**src/hw/rtl/pjb_pkg.sv**
```systemverilog
// Package of the packet jitter buffer: queue item and result types, status
// and operation codes, back-end state encoding and the fixed field widths.
// No dependencies; used by pjb_front, pjb_back and packet_jitter_buffer.
package pjb_pkg;

  localparam int SEQ_W    = 16;
  localparam int BYTE_W   = 8;
  localparam int LEN_W    = 7;
  localparam int STATUS_W = 3;

  // Command field encoding.
  localparam logic CMD_PUSH = 1'b0;
  localparam logic CMD_POP  = 1'b1;

  // Queue between front and back.
  localparam int QUEUE_DEPTH = 4;
  localparam int QPTR_W      = 2;
  localparam int QCNT_W      = 3;

  typedef enum logic [1:0] {
    OP_BYTE,
    OP_LAST,
    OP_POP
  } op_e;

  typedef enum logic [STATUS_W-1:0] {
    STATUS_BYTE    = 3'd0,
    STATUS_CONCEAL = 3'd1,
    STATUS_NONE    = 3'd2,
    STATUS_STORED  = 3'd3,
    STATUS_REJECT  = 3'd4
  } status_e;

  typedef enum logic [2:0] {
    BK_IDLE,
    BK_MOD_MUL,
    BK_MOD_FIX,
    BK_STORE,
    BK_PLAY,
    BK_EMIT
  } back_state_e;

  typedef struct packed {
    op_e               op;
    logic [SEQ_W-1:0]  seq;
    logic [BYTE_W-1:0] data;
  } item_t;

  typedef struct packed {
    status_e           status;
    logic [BYTE_W-1:0] out_byte;
    logic [LEN_W-1:0]  length;
    logic [SEQ_W-1:0]  frame_seq;
    logic              final_res;
  } result_t;

endpackage

```
**src/hw/rtl/pjb_front.sv**
```systemverilog
// Front end of the packet jitter buffer: accepts input transfers, classifies
// each as a packet byte, a final packet byte or a pop, and queues it.
// Depends on pjb_pkg.
module pjb_front (
  input  logic                         clk_i,
  input  logic                         rst_ni,
  input  logic                         in_valid_i,
  output logic                         in_ready_o,
  input  logic                         cmd_i,
  input  logic [pjb_pkg::SEQ_W-1:0]    seq_i,
  input  logic [pjb_pkg::BYTE_W-1:0]   data_byte_i,
  input  logic                         last_i,
  output logic                         item_valid_o,
  output pjb_pkg::item_t               item_o,
  input  logic                         item_pop_i
);

  pjb_pkg::item_t                   queue_q [pjb_pkg::QUEUE_DEPTH];
  logic [pjb_pkg::QPTR_W-1:0]       wr_ptr_q, wr_ptr_d;
  logic [pjb_pkg::QPTR_W-1:0]       rd_ptr_q, rd_ptr_d;
  logic [pjb_pkg::QCNT_W-1:0]       count_q, count_d;
  pjb_pkg::item_t                   new_item;
  logic                             push;
  logic                             pop;

  assign in_ready_o   = (count_q != pjb_pkg::QCNT_W'(pjb_pkg::QUEUE_DEPTH));
  assign item_valid_o = (count_q != '0);
  assign item_o       = queue_q[rd_ptr_q];
  assign push         = in_valid_i & in_ready_o;
  assign pop          = item_pop_i & item_valid_o;

  always_comb begin
    new_item.seq  = seq_i;
    new_item.data = data_byte_i;
    if (cmd_i == pjb_pkg::CMD_POP) begin
      new_item.op = pjb_pkg::OP_POP;
    end else if (last_i) begin
      new_item.op = pjb_pkg::OP_LAST;
    end else begin
      new_item.op = pjb_pkg::OP_BYTE;
    end
  end

  always_comb begin
    wr_ptr_d = wr_ptr_q;
    rd_ptr_d = rd_ptr_q;
    count_d  = count_q;
    if (push) begin
      wr_ptr_d = (wr_ptr_q == pjb_pkg::QPTR_W'(pjb_pkg::QUEUE_DEPTH - 1)) ? '0
                                                                          : wr_ptr_q + 1'b1;
    end
    if (pop) begin
      rd_ptr_d = (rd_ptr_q == pjb_pkg::QPTR_W'(pjb_pkg::QUEUE_DEPTH - 1)) ? '0
                                                                          : rd_ptr_q + 1'b1;
    end
    if (push && !pop) begin
      count_d = count_q + 1'b1;
    end else if (pop && !push) begin
      count_d = count_q - 1'b1;
    end
  end

  always_ff @(posedge clk_i or negedge rst_ni) begin
    if (!rst_ni) begin
      wr_ptr_q <= '0;
      rd_ptr_q <= '0;
      count_q  <= '0;
    end else begin
      wr_ptr_q <= wr_ptr_d;
      rd_ptr_q <= rd_ptr_d;
      count_q  <= count_d;
    end
  end

  always_ff @(posedge clk_i) begin
    if (push) begin
      queue_q[wr_ptr_q] <= new_item;
    end
  end

endmodule

```
**config.mk**
```make
export PLATFORM = sky130hd
export DESIGN_NAME = pjb_front
export DESIGN_NICKNAME = d
export VERILOG_FILES = /design/src/hw/rtl/pjb_pkg.sv /design/src/hw/rtl/pjb_front.sv
export SDC_FILE = /design/constraint.sdc
export NUM_CORES = 1
export LEC_CHECK = 0
export BUFFER_PORTS_ARGS = -buffer_cell sky130_fd_sc_hd__buf_4
export CAP_MARGIN = 20
export CORE_ASPECT_RATIO = 0.75
export CORE_MARGIN = 2
export CORE_UTILIZATION = 40
export DETAILED_ROUTE_END_ITERATION = 7
export GPL_TIMING_DRIVEN = 1
export PLACE_DENSITY = 0.61
export SETUP_SLACK_MARGIN = 0.1
export SLEW_MARGIN = 20
export SYNTH_ARGS = -nofsm -noshare
export SYNTH_HDL_FRONTEND = slang
export SYNTH_SLANG_ARGS = --single-unit
```
**constraint.sdc**
```tcl
create_clock -name clk_i -period 5.8 [get_ports clk_i]
set_clock_uncertainty 0.15 [all_clocks]
set_input_delay 1.16 -clock clk_i [delete_from_list [all_inputs] [get_ports clk_i]]
set_output_delay 1.16 -clock clk_i [all_outputs]
set_load 0.03 [all_outputs]
```
# ---- Word-level counts from Yosys, hierarchy flattened
# Memories as Yosys holds them, arrays and structs flattened.
# Index checks and enable logic that the tools add are counted.
dict set report totals {
  register_bits 7
  ram_bits 104
  input_bits 30
  out_inout_bits 28
  wordCells 27
  memories 1
}
# memory words word_bits read_ports rd_clocked_by_memory_dff wr line_no
set mem_list {}
lappend mem_list {queue_q 4 26 1 0 1 pjb_front.sv:18} ;# pjb_pkg::item_t queue_q [pjb_pkg::QUEUE_DEPTH];
dict set report classes {
  add_sub_neg 4
  n_eq_ne 3
  muxes 8
  bitwise 2
  reduce_logical 6
}
# operator count
set op_table {}
lappend op_table {{$mux 2} 3}
lappend op_table {{$mux 3} 2}
lappend op_table {{$add 2x1->2 const B} 2}
lappend op_table {{$eq 2x2->1 const B} 2}
lappend op_table {{$add 3x1->3 const B} 1}
lappend op_table {{$mux 1} 3}
lappend op_table {{$ne 3x3->1 const B} 1}
lappend op_table {{$reduce_bool 3->1} 1}
lappend op_table {{$sub 3x1->3 const B} 1}
lappend op_table {{$and 1x1->1} 2}
lappend op_table {{$logic_and 1x1->1} 2}
lappend op_table {{$logic_not 1->1} 2}
lappend op_table {{$reduce_bool 2->1} 1}

# ---- Logic depth before layout (Yosys ltp)
# Gate-level depths: netlist (run 1).
dict set report depth {
  depth_word 6
  ltp_mapped 8
  depth_no_buf 8
}

# ---- Worst setup path after synthesis (run 1)
# Ideal clock, no wire load.
dict set report synth_timing {
  kind {reg2out}
  start {reg rd_ptr_q[0] in the netlist's numbering}
  end {out item_o[10] in the netlist's numbering}
  arrival_ns 1.382
  required_ns 4.490
  slack_ns 3.108
  stages_incl_launch_ff 4
  n_path_buf 2
  path_cell_list {dfrtp_1 -> buf_4 -> buf_4 -> mux4_2}
}
# item line_no
set synth_lines {}
lappend synth_lines {{start: declaration} pjb_front.sv:20} ;# logic [pjb_pkg::QPTR_W-1:0] rd_ptr_q, rd_ptr_d;
lappend synth_lines {{start signal: assignment} pjb_front.sv:70} ;# rd_ptr_q <= rd_ptr_d;
lappend synth_lines {{end: declaration} pjb_front.sv:14} ;# output pjb_pkg::item_t item_o,

==> results.json, run 1 <==
{
  "status": "complete, no violations",
  "drc": 0,
  "syn_area_per_cell_um2": 24.3,
  "setup_violations": 0,
  "cts_buffers": 9,
  "dieArea_um2": 11300,
  "overflow": 0,
  "cts_root_buf": "clkbuf_16",
  "place_hpwl_mm": 4.26,
  "die_h_um": 92.7,
  "antenna_cells": 0,
  "max_stage_delay_ns": 0.99,
  "critical_path_class": "reg2out",
  "ys_types": 20,
  "antenna_found_initial": 0,
  "period_share_pct": 59.6,
  "cp-end-kind": "output pin",
  "clock_latency_ns": 0.34,
  "syn_area_um2": 4200,
  "grtUsageMet3_pct": 5.91,
  "core_area_um2": 10200,
  "worstPathCellList": "mux4_2 -> buf_4",
  "synth_seq_cells": 111,
  "yosysWarningCount": 0,
  "cts_max_path_buffers": 2,
  "final_common_cell": "edfxtp_1",
  "yosys.area_share.simple_pct": 1.88,
  "drt_iter0_drc": 160,
  "grt_max_degree": 30,
  "rsz0062_at_grt": "false",
  "worst_slew_pin_slew_ns": 0.941,
  "startpoint_type": "flip-flop",
  "synthCells": 173,
  "wl_per_cell_um": 18.7,
  "hold_buffers": 0,
  "synth-xor-area-share_pct": 0.626,
  "timing.fmax_mhz": 289,
  "worstPathArrival_ns": 2.15,
  "fin_util_pct": 49.0,
  "ys_seq_area_share_pct": 78.6,
  "gp_congestion": 0.664,
  "rr_worst_depth": 8,
  "synth_nets": 210,
  "post_cts_resize_count": 0,
  "hold_depth": 1,
  "drive_above_1_share_pct": 44.8,
  "leakagePower_uw": 0.00175,
  "vias_per_cell": 4.88,
  "final_net_count": 273,
  "grtUsageTotal_pct": 13.4,
  "required_ns": 4.49,
  "slew_viol_final": 0,
  "dr.pass1.iters": 4,
  "synth_fa_ha_area_share_pct": 2.27,
  "cp_max_fo": 29,
  "io_pins": 58,
  "final_cell_mix": "104 x edfxtp_1, 58 x buf_4, 26 x mux4_2",
  "hold_viol": 0,
  "use_met2_pct": 20.1,
  "grt_pass1_wl_mm": 10.8,
  "p_per_area_nw_per_um2": 533,
  "final.setup.tns_ns": 0,
  "rows": 32,
  "portBuffers": 57,
  "max_cap_viol_count": 0,
  "cts.sinks": 111,
  "h-tree-depth": 3,
  "wirelength_mm": 7.07,
  "start_util_pct": 40.9,
  "synth_top_family_by_area": "multiplexers",
  "cts_setup_buffers": 0,
  "slew_headroom_pct": 37.3,
  "hold_class": "reg2reg",
  "crit_slowest_cell": "dfrtp_2",
  "met1_usage_pct": 17.6,
  "ir_drop_v": 0.000331,
  "synthMuxAreaShare_pct": 15.5,
  "grt_pass1_vias": 1967,
  "die_w_um": 122,
  "grt_busiest_layer": "met2",
  "clk_pin_slew_worst_paths_ns": 0.07,
  "final.min_clock_period_ns": 3.46,
  "synth_compound_area_share_pct": 0,
  "ant_nets": 0,
  "synthToLayoutAreaGrowth_pct": 19.7,
  "vias": 1841,
  "cts_tree": "done"
}
routing by layer:
layer  part of all wire (%)  wire [µm]
met3                    6.3        448
met5                      0          0
met2                     47       3300
met1                     46       3260
met4                   0.89         63
worst paths after layout:
| path | from | endpoint | slack, ns |
|---|---|---|---|
| min | count_q[2] | count_q[2] | 0.34 |
| min in group asynchronous | rst_ni | count_q[1] | 0.47 |
| min reg2reg | count_q[2] | count_q[2] | 0.34 |
| max reg2reg | count_q[0] | count_q[2] | 3.39 |
| max | rd_ptr_q[0] | item_o[13] | 2.34 |
| max in group asynchronous | rst_ni | rd_ptr_q[0] | 4.89 |
worst max-delay path: cells and delay by family, from the launching register on:
| family | cells | cell delay (ns) |
|---|---|---|
| buffers and inverters | 1 | 0.19 |
| muxes | 1 | 0.62 |
| DFF | 1 | 0.99 |
kinds of logic (layout without fill, tap and decap cells):
group                      after synthesis  in the layout
buffers and inverters                    9             77
xor gates and xnor gates                 3              3
DFF                                    111            111
muxes                                   31             31
adders and majority gates                7              7
and+or+nand+nor                         12             12
stage by stage:
step	hold slack [ns]	cells	setup WS [ns]	cell area [µm²]	total power, µW
after floorplan	0.297	173	3.11	4200	1850
after global placement	0.315	361	2.65	4770	2170
after detailed placement	0.326	361	2.63	4770	2180
after CTS	0.337	377	2.25	5020	2720
after global routing	0.355	377	2.16	5020	2820
final	0.335	377	2.34	5020	2680
where the power goes:
group          switching (µW)  total [µW]  internal, µW
sequential                122        1190          1070
clock                     257         542           285
combinational             517         947           430
cell type report:
| class | instances | area [µm²] |
|---|---|---|
| sequential | 111 | 3300 |
| timing repair buffer | 58 | 435 |
| inverter | 3 | 11.3 |
| fill | 871 | 5230 |
| clock inverter | 6 | 27.5 |
| clock buffer | 10 | 229 |
| tap | 136 | 170 |
| multi-input combinational | 53 | 850 |
cells in the mapped netlist:
cell type  instances  share of area, %
edfxtp_1         104                74
or3_2              1              0.18
inv_1              3              0.27
buf_1              1             0.089
mux2_2             3              0.81
mux4_2            26                14
nor2b_1            1              0.15
buf_2              2              0.24
fa_1               1              0.48
xor2_1             2              0.42
and2_4             1              0.21
nand2_1            1             0.089
or3b_4             1              0.27
nor2_1             3              0.27
buf_4              3              0.54
dfrtp_1            7               4.2
xnor2_1            1              0.21
ha_1               6               1.8
mux2_4             2              0.72
and3_2             4              0.72
registers in the layout (all words and copies together), names as in the netlist:
signal and flops:
wr_ptr_q 2, count_q 3, queue_q 104, rd_ptr_q 2
Power figures use the tool's default switching activity.
==> run 2: changes to the inputs <==
ABC_AREA = 1   (was default)
clock period = 3.3 ns   (was 5.8 ns; I/O delays follow)
==> run 2 against run 1 <==
Utilization decreased by 0.75 points. Clock power increased by 82%. Via count increased by 46%. First-iteration DRC count increased by 23%. Routed wire length increased by 16%. Largest cell class unchanged. Critical path depth increased by 3. Global-route usage increased by 0.52 points. Worst setup slack got worse by 1.8 ns. Worst hold slack improved by 0.010 ns. Total power increased by 93%. Register-to-register slack got worse by 2.4 ns.
==> results.json, run 2 <==
{
  "status": "complete, no violations",
  "top_register": "queue_q",
  "rsz0062_at_grt": "false",
  "yosysWarningCount": 0,
  "drt_iter0_drc": 196,
  "fillerInstances": 1027,
  "pwr-share-clk_pct": 19.0,
  "antenna_found_initial": 0,
  "cts_buffers": 9,
  "synth_top_area_share_pct": 66.5,
  "ir_drop_v": 0.000391,
  "vias_per_cell": 4.57,
  "post_cts_resize_count": 0,
  "die_h_um": 97.9,
  "final.setup.tns_ns": 0,
  "yosysMostFrequentCell": "edfxtp_1",
  "reg_top3": "queue_q: 104 flops, count_q: 3 flops",
  "clk_pin_slew_worst_paths_ns": 0.07,
  "cts_root_buf": "clkbuf_16",
  "worstPathArrival_ns": 1.96,
  "synth.top_cells.by_count": "104 x edfxtp_1, 93 x nand2_1, 64 x inv_1",
  "critical_path_class": "reg2out",
  "p_per_area_nw_per_um2": 930,
  "worstPathCellList": "buf_12 -> nand2_1 -> o211ai_1 -> nand2_1 -> buf_4",
  "setup_violations": 0,
  "grt_max_degree": 57,
  "portBuffers": 57,
  "place_hpwl_mm": 5.04,
  "path_delay_family": "flip-flops",
  "synth_edf_count": 104,
  "slew_headroom_pct": 53.6,
  "dp.cells": 572,
  "worst_slew_pin_slew_ns": 0.695,
  "final.min_clock_period_ns": 2.77,
  "max_cap_viol_count": 0,
  "p_switching_uw": 2060,
  "required_ns": 2.49,
  "io_pins": 58,
  "cts.sinks": 111,
  "hold_class": "reg2reg",
  "ant_nets": 0,
  "highest_layer": "met4",
  "synthFlopType": "edfxtp_1",
  "timing.fmax_mhz": 361,
  "start_util_pct": 40.8,
  "drc": 0,
  "hold_viol": 0,
  "clock_latency_ns": 0.34,
  "final_net_count": 459,
  "synthToLayoutAreaGrowth_pct": 18.4,
  "cts_max_path_buffers": 2,
  "vias": 2687,
  "leakagePower_uw": 0.00225,
  "p_seq_share_pct": 39.6,
  "rows": 34,
  "wirelength_mm": 8.22,
  "syn_area_per_cell_um2": 12.9,
  "path_buf_inv": 2,
  "crit_slowest_cell": "dfrtp_4",
  "synthCells": 364,
  "synth_async_sr_flop_share_pct": 6.31,
  "combPwrFrac_pct": 41.3,
  "cp-end-kind": "output pin",
  "period_share_pct": 83.9,
  "cp_common_cell": "nand2_1",
  "drive_above_1_share_pct": 24.4,
  "antenna_cells": 0,
  "synth_seq_cells": 111,
  "die_w_um": 129,
  "max_stage_delay_ns": 0.81,
  "core_area_um2": 11500,
  "h-tree-depth": 3,
  "ys_seq_area_share_pct": 70.2,
  "met2_length_mm": 3.95,
  "dieArea_um2": 12600,
  "grt_pass1_wl_mm": 13.3,
  "syn_area_um2": 4700,
  "final_cell_mix": "104 x edfxtp_1, 93 x nand2_1, 64 x inv_1",
  "final_cells": 588,
  "cp_max_fo": 56,
  "met1_length_mm": 3.78,
  "final_common_cell": "edfxtp_1",
  "grtUsageTotal_pct": 13.9,
  "largest_reg_flops": 104,
  "cts_tree": "done",
  "netlist.top_cell.by_area": "edfxtp_1",
  "grt_pass1_vias": 2563,
  "wl_per_cell_um": 14.0,
  "power.internal_uw": 3120,
  "synth_area_leaders": "edfxtp_1 66%, nand2_1 7.4%, o211ai_1 5.3%",
  "wl_met3_um": 383,
  "swShare_pct": 39.7,
  "ys_types": 17,
  "overflow": 0,
  "gp_congestion": 0.726,
  "dr.pass1.iters": 4,
  "slew_viol_final": 0,
  "synth_nets": 401,
  "startpoint_type": "flip-flop"
}
==> run 2: cell count changes after synthesis, moves of 4 or more <==
cell / change
mux4_2: -26
o211ai_1: +33
buf_6: +8
nand2_1: +92
and3_2: -4
nor2_1: +4
nand3_1: +7
inv_1: +61
o211ai_2: +19
buf_2: +6
==> run 2: worst paths after layout <==
path	from	endpoint	slack, ns	cells past startpoint
worst max register to register	count_q[0]	count_q[1]	1.03	9
worst min-delay path	count_q[2]	count_q[2]	0.35	2
max in group asynchronous	rst_ni	rd_ptr_q[0]	2.36	2
min in group asynchronous	rst_ni	wr_ptr_q[0]	0.51	2
worst min register to register	count_q[2]	count_q[2]	0.35	2
worst max-delay path	rd_ptr_q[0]	item_o[19]	0.53	5
==> run 2: worst register-to-register path, cell delays in order (launching register included) <==
cell     delay, ns
dfrtp_1       0.44
inv_2         0.08
nand3_1       0.15
nand2_1       0.39
inv_1         0.09
ha_1          0.23
inv_1         0.09
fa_1          0.42
nand2_1       0.07
o21ai_0       0.07
==> run 2: repair_timing <==
| item | CTS | global route |
|---|---|---|
| hold buffers | 1 | 0 |
| buffers inserted | 0 | 0 |
| hold endpoints to repair | 7 | 0 |
| endpoints found under the setup margin | 0 | 0 |
==> run 2: cell families (layout without fill, tap and decap cells) <==
kind of cell,after synthesis,in the layout,synth area share [%]
and+or+nand+nor,108,108,8.87
DFF,111,111,70.2
AOI/OAI and AO/OA,53,53,10.4
adders and majority gates,7,7,2.02
buffers and inverters,84,146,8.28
xor gates and xnor gates,1,1,0.186
==> run 2: area by class of cell <==
class	count	area, µm²	share of cell area (%)
multi-input cells	169	1040	18.7
well taps	162	203	3.64
clock buffers	9	225	4.05
repair buffers	64	495	8.91
inverters	67	251	4.52
flip-flops and latches	111	3300	59.4
clock inverters	6	45.0	0.810
==> run 2: power by group through the flow <==
stage,Sequential [µW],Combinational [µW],Clock (µW)
detailed placement,2080,2180,0
global route,2090,2350,1070
finish,2050,2140,985
CTS,2050,2190,1020
global placement,2070,2150,0
floorplan,1970,1610,0
==> run 2: metal layers <==
metal | GRT usage, % | vias to the layer above
met2 | 22.5 | 54
li1 | - | 1353
met4 | 4.52 | 0
met5 | 0 | -
met3 | 4.05 | 11
met1 | 18.1 | 1269
==> run 2: metrics by stage <==
stage / total power, µW / instance area [µm²] / util, % / hold WS (ns) / worst slack [ns]
3_3_place_gp: 4230 / 5280 / 45.8 / 0.329 / 0.947
4_1_cts: 5260 / 5560 / 48.3 / 0.350 / 0.502
3_5_place_dp: 4270 / 5280 / 45.8 / 0.329 / 0.888
2_1_floorplan: 3590 / 4700 / - / 0.214 / 0.616
5_1_grt: 5510 / 5560 / 48.3 / 0.343 / 0.354
6_report: 5170 / 5560 / 48.3 / 0.346 / 0.532
==> run 3: changes to the inputs <==
ABC_AREA = 0   (was 1)
PLACE_DENSITY = 0.63   (was 0.61)
clock period = 2.4 ns   (was 3.3 ns; I/O delays follow)
==> run 3 against run 2 <==
Cell count fell by 34%. Flip-flop and latch count is the same. Utilization increased by 3.7 points. Global-route usage shrank 0.55 points. First-iteration DRC count down 51%. Die area is 10% lower. Worst hold slack lost 0.15 ns. Non-clock buffer count is 7 higher. Routed wire length decreased by 15%. Critical endpoint is now item_o[20]. Sequential power rose by 32%. Total power increased by 39%. Register-to-register slack got worse by 0.86 ns.
==> results.json, run 3 (synthesis gave the netlist of run 1 again) <==
{
  "cts_root_buf": "clkbuf_16",
  "place_hpwl_mm": 4.25,
  "h-tree-depth": 3,
  "hold_viol": 0,
  "rsz0062_at_grt": "true",
  "final_cell_mix": "104 x edfxtp_1, 38 x buf_4, 29 x buf_6",
  "required_ns": 1.77,
  "largest_reg_flops": 104,
  "cts_tree": "done",
  "antenna_found_initial": 0,
  "status": "complete, no violations",
  "top_register": "queue_q",
  "met1_length_mm": 3.06,
  "dr.pass1.iters": 5,
  "fillerInstances": 836,
  "wirelength_mm": 6.99,
  "synthToLayoutAreaGrowth_pct": 27.1,
  "ir_drop_v": 0.000770,
  "final.setup.tns_ns": 0,
  "antenna_cells": 0,
  "reg_top3": "queue_q: 104 flops, count_q: 3 flops",
  "dieArea_um2": 11300,
  "max_cap_viol_count": 0,
  "highest_layer": "met4",
  "wl_per_cell_um": 17.9,
  "grtUsageTotal_pct": 13.4,
  "drt_iter0_drc": 97,
  "critical_path_class": "reg2out",
  "period_share_pct": 96.4,
  "startpoint_type": "flip-flop",
  "vias_per_cell": 4.86,
  "regArea_um2": 3300,
  "dp.cells": 365,
  "start_util_pct": 40.9,
  "place_area_um2": 4820,
  "slew_viol_final": 0,
  "clk_pin_slew_worst_paths_ns": 0.07,
  "cts_buffers": 9,
  "hold_class": "in2reg",
  "grt_max_degree": 27,
  "cts.sinks": 111,
  "core_area_um2": 10200,
  "final_net_count": 286,
  "wl_met3_um": 326,
  "ant_nets": 0,
  "grt_pass1_vias": 1988,
  "rows": 32,
  "multi_input_area_um2": 856,
  "gp_congestion": 0.749,
  "met2_length_mm": 3.56,
  "worst_slew_pin_slew_ns": 0.750,
  "grt_pass1_wl_mm": 10.8,
  "drc": 0,
  "overflow": 0,
  "die_w_um": 122,
  "drive_above_1_share_pct": 49.2,
  "clock_latency_ns": 0.33,
  "finalInstanceArea_um2": 5330,
  "final_common_cell": "edfxtp_1",
  "io_pins": 58,
  "final_cells": 390,
  "cts_max_path_buffers": 2,
  "slew_headroom_pct": 50.0,
  "timing.fmax_mhz": 432,
  "p_per_area_nw_per_um2": 1340,
  "whs_ns": 0.192,
  "setup_violations": 0,
  "portBuffers": 57,
  "final.min_clock_period_ns": 2.31,
  "vias": 1897,
  "p_total_uw": 7170,
  "die_h_um": 92.7,
  "cp_max_fo": 9,
  "cp-end-kind": "output pin",
  "worstPathArrival_ns": 1.68,
  "leakagePower_uw": 0.00188
}
==> run 3: area by class of cell <==
| cell class | instances | share of cell area (%) |
|---|---|---|
| Multi-Input combinational cell | 53 | 16.1 |
| Clock inverter | 3 | 0.798 |
| Sequential cell | 111 | 61.9 |
| Inverter | 3 | 0.211 |
| Clock buffer | 13 | 4.88 |
| Timing Repair Buffer | 71 | 12.9 |
| Tap cell | 136 | 3.19 |
==> run 3: per-stage QoR <==
step	setup slack, ns	utilization, %
2_1_floorplan	0.139	-
3_3_place_gp	0.170	47.1
3_5_place_dp	0.143	47.1
4_1_cts	0.0624	50.9
5_1_grt	0.0320	52.0
6_report	0.0853	52.0
==> run 3: path summary, 6_finish.rpt <==
kind | end | slack, ns | cells after the start | from
max | item_o[20] | 0.09 | 4 | rd_ptr_q[0]
min | queue_q[0][13] | 0.19 | 1 | seq_i[5]
max reg2reg | count_q[1] | 0.17 | 6 | count_q[0]
min reg2reg | count_q[2] | 0.35 | 1 | count_q[2]
max in group asynchronous | rd_ptr_q[0] | 1.62 | 2 | rst_ni
min in group asynchronous | count_q[2] | 0.34 | 2 | rst_ni
==> run 3: layer usage <==
metal | up-vias | global-route usage [%]
met5 | - | 0
met4 | 0 | 4.31
met3 | 2 | 4.74
met2 | 42 | 21.0
met1 | 983 | 17.5
li1 | 870 | -
==> run 3: timing repair <==
item | CTS | global route
setup buffers | 4 | 3
hold buffers | 1 | 0
gates resized for setup | 6 | 26
endpoints found under the setup margin | 23 | 28
endpoints found under the hold margin | 7 | 0
pin swaps | 0 | 1
gates cloned | 1 | 0
==> run 3: power breakdown <==
group | total (µW) | internal (µW) | leakage [µW] | switching, µW
registers | 2700 | 2580 | 0.00103 | 119
clock network | 1470 | 865 | 0.000146 | 609
logic | 3000 | 1450 | 0.000704 | 1550
==> run 3: worst max-delay path, stage by stage, from the launching register on <==
cell and delay [ns]:
dfrtp_2 0.38, buf_6 0.12, buf_12 0.14, mux4_2 0.54
buf_6 0.16
